<file path="src/sv/b64su_pkg.sv">
// ---------------------------------------------------------------------------
// b64su_pkg
// Shared types and constants of the base64 five-bit sample unpacker: the
// base64 alphabet decoder, reservoir widths and register map.
// ---------------------------------------------------------------------------
`default_nettype none

package b64su_pkg;

    localparam int unsigned CHAR_W       = 8;
    localparam int unsigned SEXTET_W     = 6;
    localparam int unsigned SEXTET_ACC_W = 12;
    localparam int unsigned SEXTET_CNT_W = 4;
    localparam int unsigned BYTE_W       = 8;
    localparam int unsigned LEVEL_W      = 16;
    localparam int unsigned LEVEL_ONE    = 65536;
    localparam int unsigned LEVEL_MAX    = 65535;

    localparam int unsigned MAX_SAMPLES_RESET = 100;

    localparam int unsigned ADDR_W = 3;
    localparam int unsigned DATA_W = 32;
    localparam logic [ADDR_W-1:0] ADDR_MAX_SAMPLES = 3'd0;

    typedef struct packed {
        logic                ok;
        logic [SEXTET_W-1:0] value;
    } sextet_t;

    function automatic sextet_t sextet_decode(input logic [CHAR_W-1:0] c);
        sextet_t r;
        logic [CHAR_W-1:0] d;
        r = '0;
        d = '0;
        if (c >= 8'h41 && c <= 8'h5A)
        begin
            d = c - 8'h41;
            r.ok = 1'b1;
            r.value = d[SEXTET_W-1:0];
        end
        else if (c >= 8'h61 && c <= 8'h7A)
        begin
            d = c - 8'h61 + 8'd26;
            r.ok = 1'b1;
            r.value = d[SEXTET_W-1:0];
        end
        else if (c >= 8'h30 && c <= 8'h39)
        begin
            d = c - 8'h30 + 8'd52;
            r.ok = 1'b1;
            r.value = d[SEXTET_W-1:0];
        end
        else if (c == 8'h2B)
        begin
            r.ok = 1'b1;
            r.value = 6'd62;
        end
        else if (c == 8'h2F)
        begin
            r.ok = 1'b1;
            r.value = 6'd63;
        end
        return r;
    endfunction

endpackage

`default_nettype wire

</file>
<file path="src/sv/base64_five_bit_sample_unpacker_unit.sv">
// ---------------------------------------------------------------------------
// base64_five_bit_sample_unpacker_unit
// Decodes base64 text one character per item and unpacks the byte stream,
// LSB first, into SAMPLE_BITS-bit samples with code, level, index and end
// marking. Sample count per text is capped by the max_samples register.
// ---------------------------------------------------------------------------
//  channel | direction | handshake            | payload
//  --------+-----------+----------------------+--------------------------------
//  in      | in        | in_valid / in_stall  | text_char, end_of_text
//  out     | out       | out_valid / out_stall| sample_code, sample_level,
//          |           |                      | sample_index, sample_valid,
//          |           |                      | last_result
//  cfg     | in        | APB psel / penable   | max_samples at address 0
//
//  An item is registered on entry and decoded from the item register into a
//  result bank, which it loads once the bank can take its results; results leave
//  one per cycle while out_stall is low. Items that give no result never wait
//  for the bank; an item that gives k results holds the item register until the
//  bank can take them, so the rate is set by the one-result-per-cycle output port.
//  Reset clears the reservoirs, the sample count and the result bank, and sets
//  max_samples to 100.
// ---------------------------------------------------------------------------
`default_nettype none

module base64_five_bit_sample_unpacker_unit #(
    parameter int unsigned SAMPLE_BITS = 5,
    parameter int unsigned LIMIT_WIDTH = 10
) (
    input  wire logic                               clk,
    input  wire logic                               rst_n,

    input  wire logic                               in_valid,
    output logic                                    in_stall,
    input  wire logic [b64su_pkg::CHAR_W-1:0]       text_char,
    input  wire logic                               end_of_text,

    output logic                                    out_valid,
    input  wire logic                               out_stall,
    output logic [SAMPLE_BITS-1:0]                  sample_code,
    output logic [b64su_pkg::LEVEL_W-1:0]           sample_level,
    output logic [LIMIT_WIDTH-1:0]                  sample_index,
    output logic                                    sample_valid,
    output logic                                    last_result,

    input  wire logic                               psel,
    input  wire logic                               penable,
    input  wire logic                               pwrite,
    input  wire logic [b64su_pkg::ADDR_W-1:0]       paddr,
    input  wire logic [b64su_pkg::DATA_W-1:0]       pwdata,
    output logic [b64su_pkg::DATA_W-1:0]            prdata,
    output logic                                    pready
);

    localparam int unsigned SB_W     = SAMPLE_BITS + b64su_pkg::BYTE_W - 1;
    localparam int unsigned SBC_W    = $clog2(SB_W + 2);
    localparam int unsigned MAX_RES  = (SAMPLE_BITS + b64su_pkg::BYTE_W - 1) / SAMPLE_BITS;
    localparam int unsigned BANK_CW  = $clog2(MAX_RES + 1);
    localparam int unsigned GIVEN_W  = LIMIT_WIDTH + 1;
    localparam int unsigned NCODES   = 1 << SAMPLE_BITS;
    localparam int unsigned CODE_DIV = NCODES - 1;
    localparam int unsigned ACC_W    = b64su_pkg::SEXTET_ACC_W;
    localparam int unsigned SCNT_W   = b64su_pkg::SEXTET_CNT_W;

    // configuration
    logic [LIMIT_WIDTH-1:0] max_samples_reg;
    logic                   cfg_write;

    // item register
    logic                          item_valid_reg;
    logic                          item_valid_next;
    logic [b64su_pkg::CHAR_W-1:0]  item_char_reg;
    logic                          item_end_reg;

    // stream state
    logic [ACC_W-1:0]       sextet_bits_reg,  sextet_bits_next;
    logic [SCNT_W-1:0]      sextet_count_reg, sextet_count_next;
    logic [SB_W-1:0]        sample_bits_reg,  sample_bits_next;
    logic [SBC_W-1:0]       sample_count_reg, sample_count_next;
    logic [LIMIT_WIDTH-1:0] given_reg,        given_next;

    // result bank
    logic [SAMPLE_BITS-1:0] bank_code_reg  [MAX_RES];
    logic [LIMIT_WIDTH-1:0] bank_index_reg [MAX_RES];
    logic                   bank_valid_reg [MAX_RES];
    logic                   bank_last_reg  [MAX_RES];
    logic [SAMPLE_BITS-1:0] bank_code_next  [MAX_RES];
    logic [LIMIT_WIDTH-1:0] bank_index_next [MAX_RES];
    logic                   bank_valid_next [MAX_RES];
    logic                   bank_last_next  [MAX_RES];
    logic [BANK_CW-1:0]     bank_cnt_reg, bank_cnt_next;

    // decode
    b64su_pkg::sextet_t     sx;
    logic [ACC_W-1:0]       acc;
    logic [SCNT_W-1:0]      cnt6;
    logic [SCNT_W-1:0]      cnt_after;
    logic                   byte_ok;
    logic [ACC_W-1:0]       acc_shift;
    logic [b64su_pkg::BYTE_W-1:0] byte_val;
    logic [SB_W-1:0]        pool;
    logic [SBC_W-1:0]       total;
    logic [SB_W-1:0]        rest_bits;
    logic [SBC_W-1:0]       rest_cnt;
    logic                   present  [MAX_RES];
    logic                   emit     [MAX_RES];
    logic [SAMPLE_BITS-1:0] new_code [MAX_RES];
    logic [LIMIT_WIDTH-1:0] new_index[MAX_RES];
    logic [GIVEN_W-1:0]     pos      [MAX_RES];
    logic [BANK_CW-1:0]     n_emit;
    logic [BANK_CW-1:0]     res_n;
    logic                   fire;
    logic                   pop;
    logic                   bank_free;
    logic                   in_accept;

    logic [b64su_pkg::LEVEL_W-1:0] level_tab [NCODES];

    for (genvar c = 0; c < NCODES; c++)
    begin : g_level
        localparam int unsigned RAW = (c * b64su_pkg::LEVEL_ONE + CODE_DIV / 2) / CODE_DIV;
        assign level_tab[c] = (RAW > b64su_pkg::LEVEL_MAX) ?
                              b64su_pkg::LEVEL_W'(b64su_pkg::LEVEL_MAX) :
                              b64su_pkg::LEVEL_W'(RAW);
    end

    assign pready    = 1'b1;
    assign cfg_write = psel && penable && pwrite && pready && (paddr == b64su_pkg::ADDR_MAX_SAMPLES);

    always_comb
    begin
        prdata = '0;
        if (paddr == b64su_pkg::ADDR_MAX_SAMPLES)
        begin
            prdata = b64su_pkg::DATA_W'(max_samples_reg);
        end
    end

    // decode sextet and extract byte
    always_comb
    begin
        sx        = b64su_pkg::sextet_decode(item_char_reg);
        acc       = {sextet_bits_reg[ACC_W-b64su_pkg::SEXTET_W-1:0], sx.value};
        cnt6      = sextet_count_reg + SCNT_W'(b64su_pkg::SEXTET_W);
        byte_ok   = sx.ok && (cnt6 >= SCNT_W'(b64su_pkg::BYTE_W));
        cnt_after = cnt6 - SCNT_W'(b64su_pkg::BYTE_W);
        acc_shift = acc >> cnt_after;
        byte_val  = acc_shift[b64su_pkg::BYTE_W-1:0];
        pool      = sample_bits_reg | (SB_W'(byte_val) << sample_count_reg);
        total     = sample_count_reg + SBC_W'(b64su_pkg::BYTE_W);
    end

    // unpack samples
    always_comb
    begin
        rest_bits = pool;
        rest_cnt  = total;
        n_emit    = '0;
        for (int k = 0; k < MAX_RES; k++)
        begin
            present[k]   = byte_ok && (total >= SBC_W'((k + 1) * SAMPLE_BITS));
            pos[k]       = GIVEN_W'(given_reg) + GIVEN_W'(k);
            emit[k]      = present[k] && (pos[k] < GIVEN_W'(max_samples_reg));
            new_code[k]  = pool[k*SAMPLE_BITS +: SAMPLE_BITS];
            new_index[k] = pos[k][LIMIT_WIDTH-1:0];
            if (present[k])
            begin
                rest_bits = pool >> ((k + 1) * SAMPLE_BITS);
                rest_cnt  = total - SBC_W'((k + 1) * SAMPLE_BITS);
            end
            if (emit[k])
            begin
                n_emit = n_emit + BANK_CW'(1);
            end
        end
        res_n = (item_end_reg && n_emit == '0) ? BANK_CW'(1) : n_emit;
    end

    assign out_valid = (bank_cnt_reg != '0);
    assign pop       = out_valid && !out_stall;
    assign bank_free = (bank_cnt_reg == '0) || ((bank_cnt_reg == BANK_CW'(1)) && pop);
    assign fire      = item_valid_reg && ((res_n == '0) || bank_free);
    assign in_stall  = item_valid_reg && !fire;
    assign in_accept = in_valid && !in_stall;

    always_comb
    begin
        item_valid_next = item_valid_reg;
        if (in_accept)
        begin
            item_valid_next = 1'b1;
        end
        else if (fire)
        begin
            item_valid_next = 1'b0;
        end
    end

    // advance stream state
    always_comb
    begin
        sextet_bits_next  = sextet_bits_reg;
        sextet_count_next = sextet_count_reg;
        sample_bits_next  = sample_bits_reg;
        sample_count_next = sample_count_reg;
        given_next        = given_reg;
        if (fire)
        begin
            if (item_end_reg)
            begin
                sextet_bits_next  = '0;
                sextet_count_next = '0;
                sample_bits_next  = '0;
                sample_count_next = '0;
                given_next        = '0;
            end
            else if (sx.ok)
            begin
                if (byte_ok)
                begin
                    sextet_bits_next  = acc & ~({ACC_W{1'b1}} << cnt_after);
                    sextet_count_next = cnt_after;
                    sample_bits_next  = rest_bits;
                    sample_count_next = rest_cnt;
                    given_next        = given_reg + LIMIT_WIDTH'(n_emit);
                end
                else
                begin
                    sextet_bits_next  = acc;
                    sextet_count_next = cnt6;
                end
            end
        end
    end

    // load or shift result bank
    always_comb
    begin
        bank_cnt_next = bank_cnt_reg;
        for (int k = 0; k < MAX_RES; k++)
        begin
            bank_code_next[k]  = bank_code_reg[k];
            bank_index_next[k] = bank_index_reg[k];
            bank_valid_next[k] = bank_valid_reg[k];
            bank_last_next[k]  = bank_last_reg[k];
        end
        if (fire && res_n != '0)
        begin
            bank_cnt_next = res_n;
            for (int k = 0; k < MAX_RES; k++)
            begin
                bank_code_next[k]  = new_code[k];
                bank_index_next[k] = new_index[k];
                bank_valid_next[k] = 1'b1;
                bank_last_next[k]  = item_end_reg && (n_emit == BANK_CW'(k + 1));
            end
            if (n_emit == '0)
            begin
                bank_code_next[0]  = '0;
                bank_index_next[0] = '0;
                bank_valid_next[0] = 1'b0;
                bank_last_next[0]  = 1'b1;
            end
        end
        else if (pop)
        begin
            bank_cnt_next = bank_cnt_reg - BANK_CW'(1);
            for (int k = 0; k < MAX_RES - 1; k++)
            begin
                bank_code_next[k]  = bank_code_reg[k+1];
                bank_index_next[k] = bank_index_reg[k+1];
                bank_valid_next[k] = bank_valid_reg[k+1];
                bank_last_next[k]  = bank_last_reg[k+1];
            end
        end
    end

    always_ff @(posedge clk or negedge rst_n)
    begin
        if (!rst_n)
        begin
            max_samples_reg  <= LIMIT_WIDTH'(b64su_pkg::MAX_SAMPLES_RESET);
            item_valid_reg   <= 1'b0;
            sextet_bits_reg  <= '0;
            sextet_count_reg <= '0;
            sample_bits_reg  <= '0;
            sample_count_reg <= '0;
            given_reg        <= '0;
            bank_cnt_reg     <= '0;
        end
        else
        begin
            if (cfg_write)
            begin
                max_samples_reg <= pwdata[LIMIT_WIDTH-1:0];
            end
            item_valid_reg   <= item_valid_next;
            sextet_bits_reg  <= sextet_bits_next;
            sextet_count_reg <= sextet_count_next;
            sample_bits_reg  <= sample_bits_next;
            sample_count_reg <= sample_count_next;
            given_reg        <= given_next;
            bank_cnt_reg     <= bank_cnt_next;
        end
    end

    always_ff @(posedge clk)
    begin
        if (in_accept)
        begin
            item_char_reg <= text_char;
            item_end_reg  <= end_of_text;
        end
        for (int k = 0; k < MAX_RES; k++)
        begin
            bank_code_reg[k]  <= bank_code_next[k];
            bank_index_reg[k] <= bank_index_next[k];
            bank_valid_reg[k] <= bank_valid_next[k];
            bank_last_reg[k]  <= bank_last_next[k];
        end
    end

    assign sample_code  = bank_code_reg[0];
    assign sample_level = level_tab[bank_code_reg[0]];
    assign sample_index = bank_index_reg[0];
    assign sample_valid = bank_valid_reg[0];
    assign last_result  = bank_last_reg[0];

endmodule

`default_nettype wire
</file>
<file path="config.mk">
export PLATFORM = sky130hd
export DESIGN_NAME = base64_five_bit_sample_unpacker_unit
export DESIGN_NICKNAME = d
export VERILOG_FILES = /design/src/sv/b64su_pkg.sv /design/src/sv/base64_five_bit_sample_unpacker_unit.sv
export SDC_FILE = /design/constraint.sdc
export NUM_CORES = 1
export LEC_CHECK = 0
export CORE_ASPECT_RATIO = 2
export CORE_UTILIZATION = 40
export DETAILED_ROUTE_END_ITERATION = 10
export DONT_BUFFER_PORTS = 1
export PLACE_DENSITY = 0.61
export SLEW_MARGIN = 15
export SYNTH_ARGS = -nofsm -noshare
export SYNTH_HDL_FRONTEND = slang
export SYNTH_SLANG_ARGS = --single-unit
</file>
<file path="constraint.sdc">
create_clock -name clk -period 6.76 [get_ports clk]
set_input_delay 1.352 -clock clk [delete_from_list [all_inputs] [get_ports clk]]
set_output_delay 1.352 -clock clk [all_outputs]
set_load 0.03 [all_outputs]
</file>
==> out/metrics.cfg, run 1 <==
[run]
max_cap_viol_count = 0

[clocking]
numCtsBuffers = 9
cts_setup_buffers = 0
max-clock-path-buffers = 2
clk_pin_slew_ns = 0.08
cts-resized-gates = 0
cts_tree = done
clkLatencyLatePin_ns = 0.36
clock-sinks = 91
htree_levels = 3
ctsHoldBuffers = 0
cts_root_buf = clkbuf_16

[route]
final_antenna_net_count = 0
drc = 0
routed_wl_microns = 16290
wl_per_cell_microns = 17.99
drtIter0Drc = 320
first_pass_iters = 5
drt-vias-per-instance = 5.712
vias = 5169

[grt]
grtUsageTotal_pct = 20.06
antenna_found_initial = 0
globalRoute.totalOverflow = 0
grt_pass1_vias = 5267
grt_pass1_wl_microns = 26120
grt_max_degree = 49

[cells_and_area]
syn2layout_area_growth_pct = 4.197
final_cells = 905
most-common-layout-cells = nand2_1 (87), o21ai_0 (62), ha_1 (47)
drive_above_1_share_pct = 7.528
largest_reg_flops = 20
final_common_cell = nand2_1
final_util_pct = 42.90
diodes = 0
final_nets = 798

[sta]
max_slew_margin_pct = 23.15
finalHoldViolCount = 0
drv_slew = 0
tightestPinTransition_ns = 1.153
tns_ns = 0
timing.final.crit_share_pct = 88.56
fin_worst_skew_ns = 0.01260
setup_viol = 0
fin_crit_ns = 5.987
max_freq_ghz = 0.1670
rsz0062_at_grt = no

[yosys]
ys_ff_latch = 91
yosys_warnings = 0
synth_edf_count = 42
async_flop_share_pct = 52.75
ys_seq_area_share_pct = 38.08
yosys.cell_types.count = 74
netlist_area_sq_um = 6529
synthFlopType = dfrtp_1
syn_inst = 728
syn-mean-instance-area_sq_um = 8.968

[min_path]
min_path_type = flop to flop
hold_depth = 1

[floorplanning]
core_area_sq_um = 15860
io_pins = 119
fp.dieH_microns = 182.7
die_w_microns = 92.34
start_util_pct = 41.17
core.rowCount = 65
die_area_sq_um = 16870

[worst_setup_path]
reg2regPathDepth = 20
startpoint_type = flop
cp_slowest_cell = edfxtp_1
path_max_fanout = 11
arrival_ns = 4.63
path_class = flop to output pin
r2r_slack_ns = 1.23
critPathRequiredTime_ns = 5.41
max_stage_delay_ns = 0.61
end_kind = output pin
path_cells = inv_1, ha_1, nor2b_1, o21ai_1, a21oi_2, a21oi_1, buf_4, nand2_1, or3_1, o32ai_1, ha_1, a21oi_1, nor2b_1, nor3_1, and2_1

[pwr]
peakVddDrop_uv = 194.2
p_leak_nw = 2.873
powerDensity_nw_per_um2 = 465.5

[place]
dpl.hpwl_microns = 12930
globalplace.congestion = 0.9261
dp.cells = 889
portBuffers = 0

[outcome]
outcome = finished, final reports clean

-- cells by family (layout without fill, tap and decap cells) --
| kind of cell | Yosys count | in the layout | share of synthesized area, % |
|---|---|---|---|
| AOI/OAI and AO/OA | 197 | 197 | 19.55 |
| xor gates and xnor gates | 22 | 22 | 2.951 |
| adders and majority gates | 48 | 48 | 9.314 |
| buffers and inverters | 115 | 70 | 9.601 |
| DFF | 91 | 91 | 38.08 |
| muxes | 13 | 13 | 2.261 |
| other | 2 | 23 | 0.1150 |
| and+or+nand+nor | 240 | 240 | 18.13 |
-- path summary, 6_finish.rpt --
path	from	endpoint
min in group asynchronous	rst_n	sextet_count_reg[1]
worst max register to register	item_char_reg[2]	given_reg[9]
max in group asynchronous	rst_n	max_samples_reg[5]
worst min-delay path	bank_valid_reg[0][1]	bank_valid_reg[0][1]
worst min register to register	bank_valid_reg[0][1]	bank_valid_reg[0][1]
worst max-delay path	item_char_reg[2]	in_stall
-- worst max-delay path, delay by kind of cell (launching register included) --
family / cells / cell delay (ns)
AO/OA/AOI/OAI: 5 / 1.11
adder cells (fa/ha/maj): 2 / 0.58
buffers and inverters: 2 / 0.33
flip-flops: 1 / 0.61
AND/OR/NAND/NOR: 6 / 1.64
-- cell type report --
cell class / count / area, sq um
Timing Repair Buffer: 19 / 142.6
Clock buffer: 9 / 225.2
Sequential cell: 91 / 2486
Multi-Input combinational cell: 543 / 3495
Inverter: 35 / 131.4
Tap cell: 201 / 251.5
Fill cell: 1549 / 9056
Clock inverter: 7 / 71.32
-- synthesized netlist by cell type (5+ instances only) --
cell | number | area, sq um
nand2_1 | 87 | 326.6
o21ai_0 | 63 | 315.3
buf_4 | 51 | 382.9
ha_1 | 47 | 588.1
dfrtp_1 | 45 | 1126
nor2_1 | 45 | 168.9
edfxtp_1 | 42 | 1261
a21oi_1 | 34 | 170.2
inv_1 | 32 | 120.1
clkbuf_1 | 25 | 93.84
nand3_1 | 20 | 100.1
and2_1 | 17 | 106.4
a31oi_1 | 15 | 93.84
nand2b_1 | 15 | 93.84
xnor2_1 | 15 | 131.4
nor2b_1 | 13 | 81.33
nor3_1 | 12 | 60.06
o211ai_1 | 11 | 82.58
a21o_1 | 9 | 67.56
o22ai_1 | 9 | 56.30
mux2i_1 | 8 | 80.08
xor2_1 | 7 | 61.31
a211oi_1 | 5 | 37.54
and3_1 | 5 | 31.28
o31ai_1 | 5 | 37.54
-- layer usage --
| metal | track usage, % | up-vias | share of wire, % |
|---|---|---|---|
| met5 | 0 | - | 0 |
| met4 | 13.94 | 0 | 5.7 |
| met3 | 2.208 | 46 | 2.7 |
| met2 | 38.55 | 162 | 56 |
| met1 | 19.18 | 2476 | 35 |
| li1 | - | 2485 | - |
-- report_power, final --
group,switching (mW),internal (mW),leakage [nW]
clock network,0.240,0.259,0.138
logic,0.976,0.499,1.69
registers,0.354,0.839,1.04
total,1.57,1.60,2.87
-- per-stage QoR --
stage	worst slack (ns)	hold slack [ns]	power (mW)	cell area, sq um
2_1_floorplan	1.811	0.4107	2.346	6608
3_3_place_gp	1.233	0.4231	2.625	6506
3_5_place_dp	1.139	0.4311	2.672	6506
4_1_cts	0.7217	0.4470	3.177	6803
5_1_grt	0.4265	0.4781	3.390	6803
6_report	0.7732	0.4461	3.167	6803
No activity file was read; power rests on OpenSTA's default activity.
==> inputs of run 2 (changes only) <==
CAP_MARGIN = 10   (was not set)
PLACE_DENSITY = 0.62   (was 0.61)
==> out/metrics.cfg, run 2 (synthesized netlist as in run 1, its figures left out) <==
[worst_setup_path]
path_depth = 14  ; -1
end_kind = output pin
startpoint_type = flop
crit_buf_inv = 1  ; -1
path_class = flop to output pin
path_delay_family = simple AND/OR/NAND/NOR gates
critPathRequiredTime_ns = 5.41  ; about the same
cp_slowest_cell = edfxtp_1
arrival_ns = 4.77  ; +0.14 ns
path_cells = inv_1, ha_1, nor2b_1, o21ai_1, a21oi_2, a21oi_1, nand2_1, or3_1, o32ai_1, ha_1, a21oi_1, nor2b_1, nor3_1, and2_1
r2r_slack_ns = 1.02  ; -0.21 ns
reg2regPathDepth = 21  ; +5.0%
max_stage_delay_ns = 0.59  ; -0.02 ns
path_max_fanout = 11  ; unchanged

[route]
wl_per_cell_microns = 18.17  ; +0.99%
drc = 0  ; unchanged
final_antenna_net_count = 0  ; unchanged
first_pass_iters = 5  ; unchanged
vias = 5234  ; +1.3%
routed_wl_microns = 16320  ; +0.21%
drtIter0Drc = 448  ; +40%
drt-vias-per-instance = 5.829  ; +2.0%

[clocking]
ctsHoldBuffers = 0  ; unchanged
cts_tree = done
htree_levels = 3  ; unchanged
cts-resized-gates = 0  ; unchanged
max-clock-path-buffers = 2  ; unchanged
cts_root_buf = clkbuf_16
cts_setup_buffers = 0  ; unchanged
clk_pin_slew_ns = 0.07  ; about the same
clkLatencyLatePin_ns = 0.36  ; about the same
numCtsBuffers = 9  ; unchanged
clock-sinks = 91  ; unchanged

[floorplanning]
io_pins = 119  ; unchanged
die_w_microns = 92.34  ; unchanged
start_util_pct = 41.17  ; unchanged
die_area_sq_um = 16870  ; unchanged
core_area_sq_um = 15860  ; unchanged
core.rowCount = 65  ; unchanged
fp.dieH_microns = 182.7  ; unchanged

[pwr]
pwr-share-clk_pct = 15.4  ; -0.3 points
power.total_mw = 3.131  ; -1.1%
switching_share_pct = 49.58  ; about the same
netSwitchingPower_mw = 1.552  ; -1.1%
powerDensity_nw_per_um2 = 464.9  ; -0.13%
peakVddDrop_uv = 188.7  ; -2.8%
seqPwrFrac_pct = 38.5  ; +0.8 points
power_frac_comb_pct = 46.0  ; -0.6 points
p_leak_nw = 2.839  ; -1.2%
p_int_mw = 1.579  ; -1.1%

[sta]
drv_slew = 0  ; unchanged
max_slew_margin_pct = 22.91  ; -0.24 points
max_freq_ghz = 0.1633  ; -2.2%
rsz0062_at_grt = no
finalHoldViolCount = 0  ; unchanged
timing.final.crit_share_pct = 90.60  ; +2.0 points
whs_ns = 0.4522  ; +0.006146 ns
fin_worst_skew_ns = 0.01456  ; +0.001967 ns
tightestPinTransition_ns = 1.156  ; +0.003557 ns
tns_ns = 0  ; unchanged
setup_viol = 0  ; unchanged
fin_crit_ns = 6.124  ; +0.1375 ns

[outcome]
outcome = finished, final reports clean

[cells_and_area]
register_area_sq_um = 2486  ; unchanged
largest_reg_flops = 20  ; unchanged
multi_input_comb_area_sq_um = 3498  ; +0.11%
syn2layout_area_growth_pct = 3.162
most-common-layout-cells = nand2_1 (87), o21ai_0 (62), ha_1 (47)
diodes = 0  ; unchanged
final_nets = 791  ; -0.88%
fillers = 1561  ; +0.77%
final_common_cell = nand2_1
final_util_pct = 42.47  ; -0.43 points
drive_above_1_share_pct = 6.456  ; -1.1 points
final_cells = 898  ; -0.77%

[place]
dpl.hpwl_microns = 12840  ; -0.71%
globalplace.congestion = 0.9600  ; +3.7%
portBuffers = 0  ; unchanged
dp.cells = 882  ; -0.79%

[run]
max_cap_viol_count = 0  ; unchanged

[grt]
grtUsageTotal_pct = 20.39  ; +0.33 points
antenna_found_initial = 0  ; unchanged
grt_pass1_vias = 5264  ; -0.057%
grt_max_degree = 49  ; unchanged
grt_pass1_wl_microns = 26450  ; +1.2%
globalRoute.totalOverflow = 0  ; unchanged

[min_path]
hold_depth = 1  ; unchanged
min_path_type = flop to flop

run 2: cell types whose count changed in the layout (fill, tap and decap cells not counted), moves of 2 or more:
cell | previous run | this run
inv_6 | 0 | 2
buf_4 | 19 | 12
clkinvlp_4 | 2 | 0
inv_8 | 2 | 0
run 2: cell type report:
class | instances | share of cell area [%]
clock buffer | 11 | 3.604
clock inverter | 5 | 0.5202
inverter | 35 | 1.951
multi-input combinational | 543 | 51.94
sequential | 91 | 36.91
tap | 201 | 3.734
timing repair buffer | 12 | 1.338
run 2: layer usage:
metal | part of all wire (%) | global-route usage [%]
met1 | 35 | 19.66
met2 | 54 | 38.16
met3 | 3.5 | 2.500
met4 | 7.2 | 15.56
met5 | 0 | 0
run 2: path summary, 6_finish.rpt:
kind	endpoint	startpoint
worst max-delay path	in_stall	item_char_reg[2]
worst min-delay path	bank_valid_reg[0][1]	bank_valid_reg[0][1]
worst max register to register	sample_count_reg[1]	item_char_reg[2]
worst min register to register	bank_valid_reg[0][1]	bank_valid_reg[0][1]
max in group asynchronous	max_samples_reg[2]	rst_n
min in group asynchronous	given_reg[4]	rst_n
run 2: power groups by stage:
stage	Sequential [mW]	Combinational [mW]	Clock (mW)
after floorplan	0.952	1.39	0
after global placement	1.20	1.40	0
after detailed placement	1.22	1.43	0
after CTS	1.21	1.44	0.496
after global routing	1.24	1.60	0.515
final	1.21	1.44	0.483
run 2: per-stage QoR:
stage	cell area, sq um	worst slack, ns
6_report	6735	0.6357
5_1_grt	6735	0.2679
4_1_cts	6735	0.5977
3_5_place_dp	6457	1.002
3_3_place_gp	6457	1.006
2_1_floorplan	6608	1.811
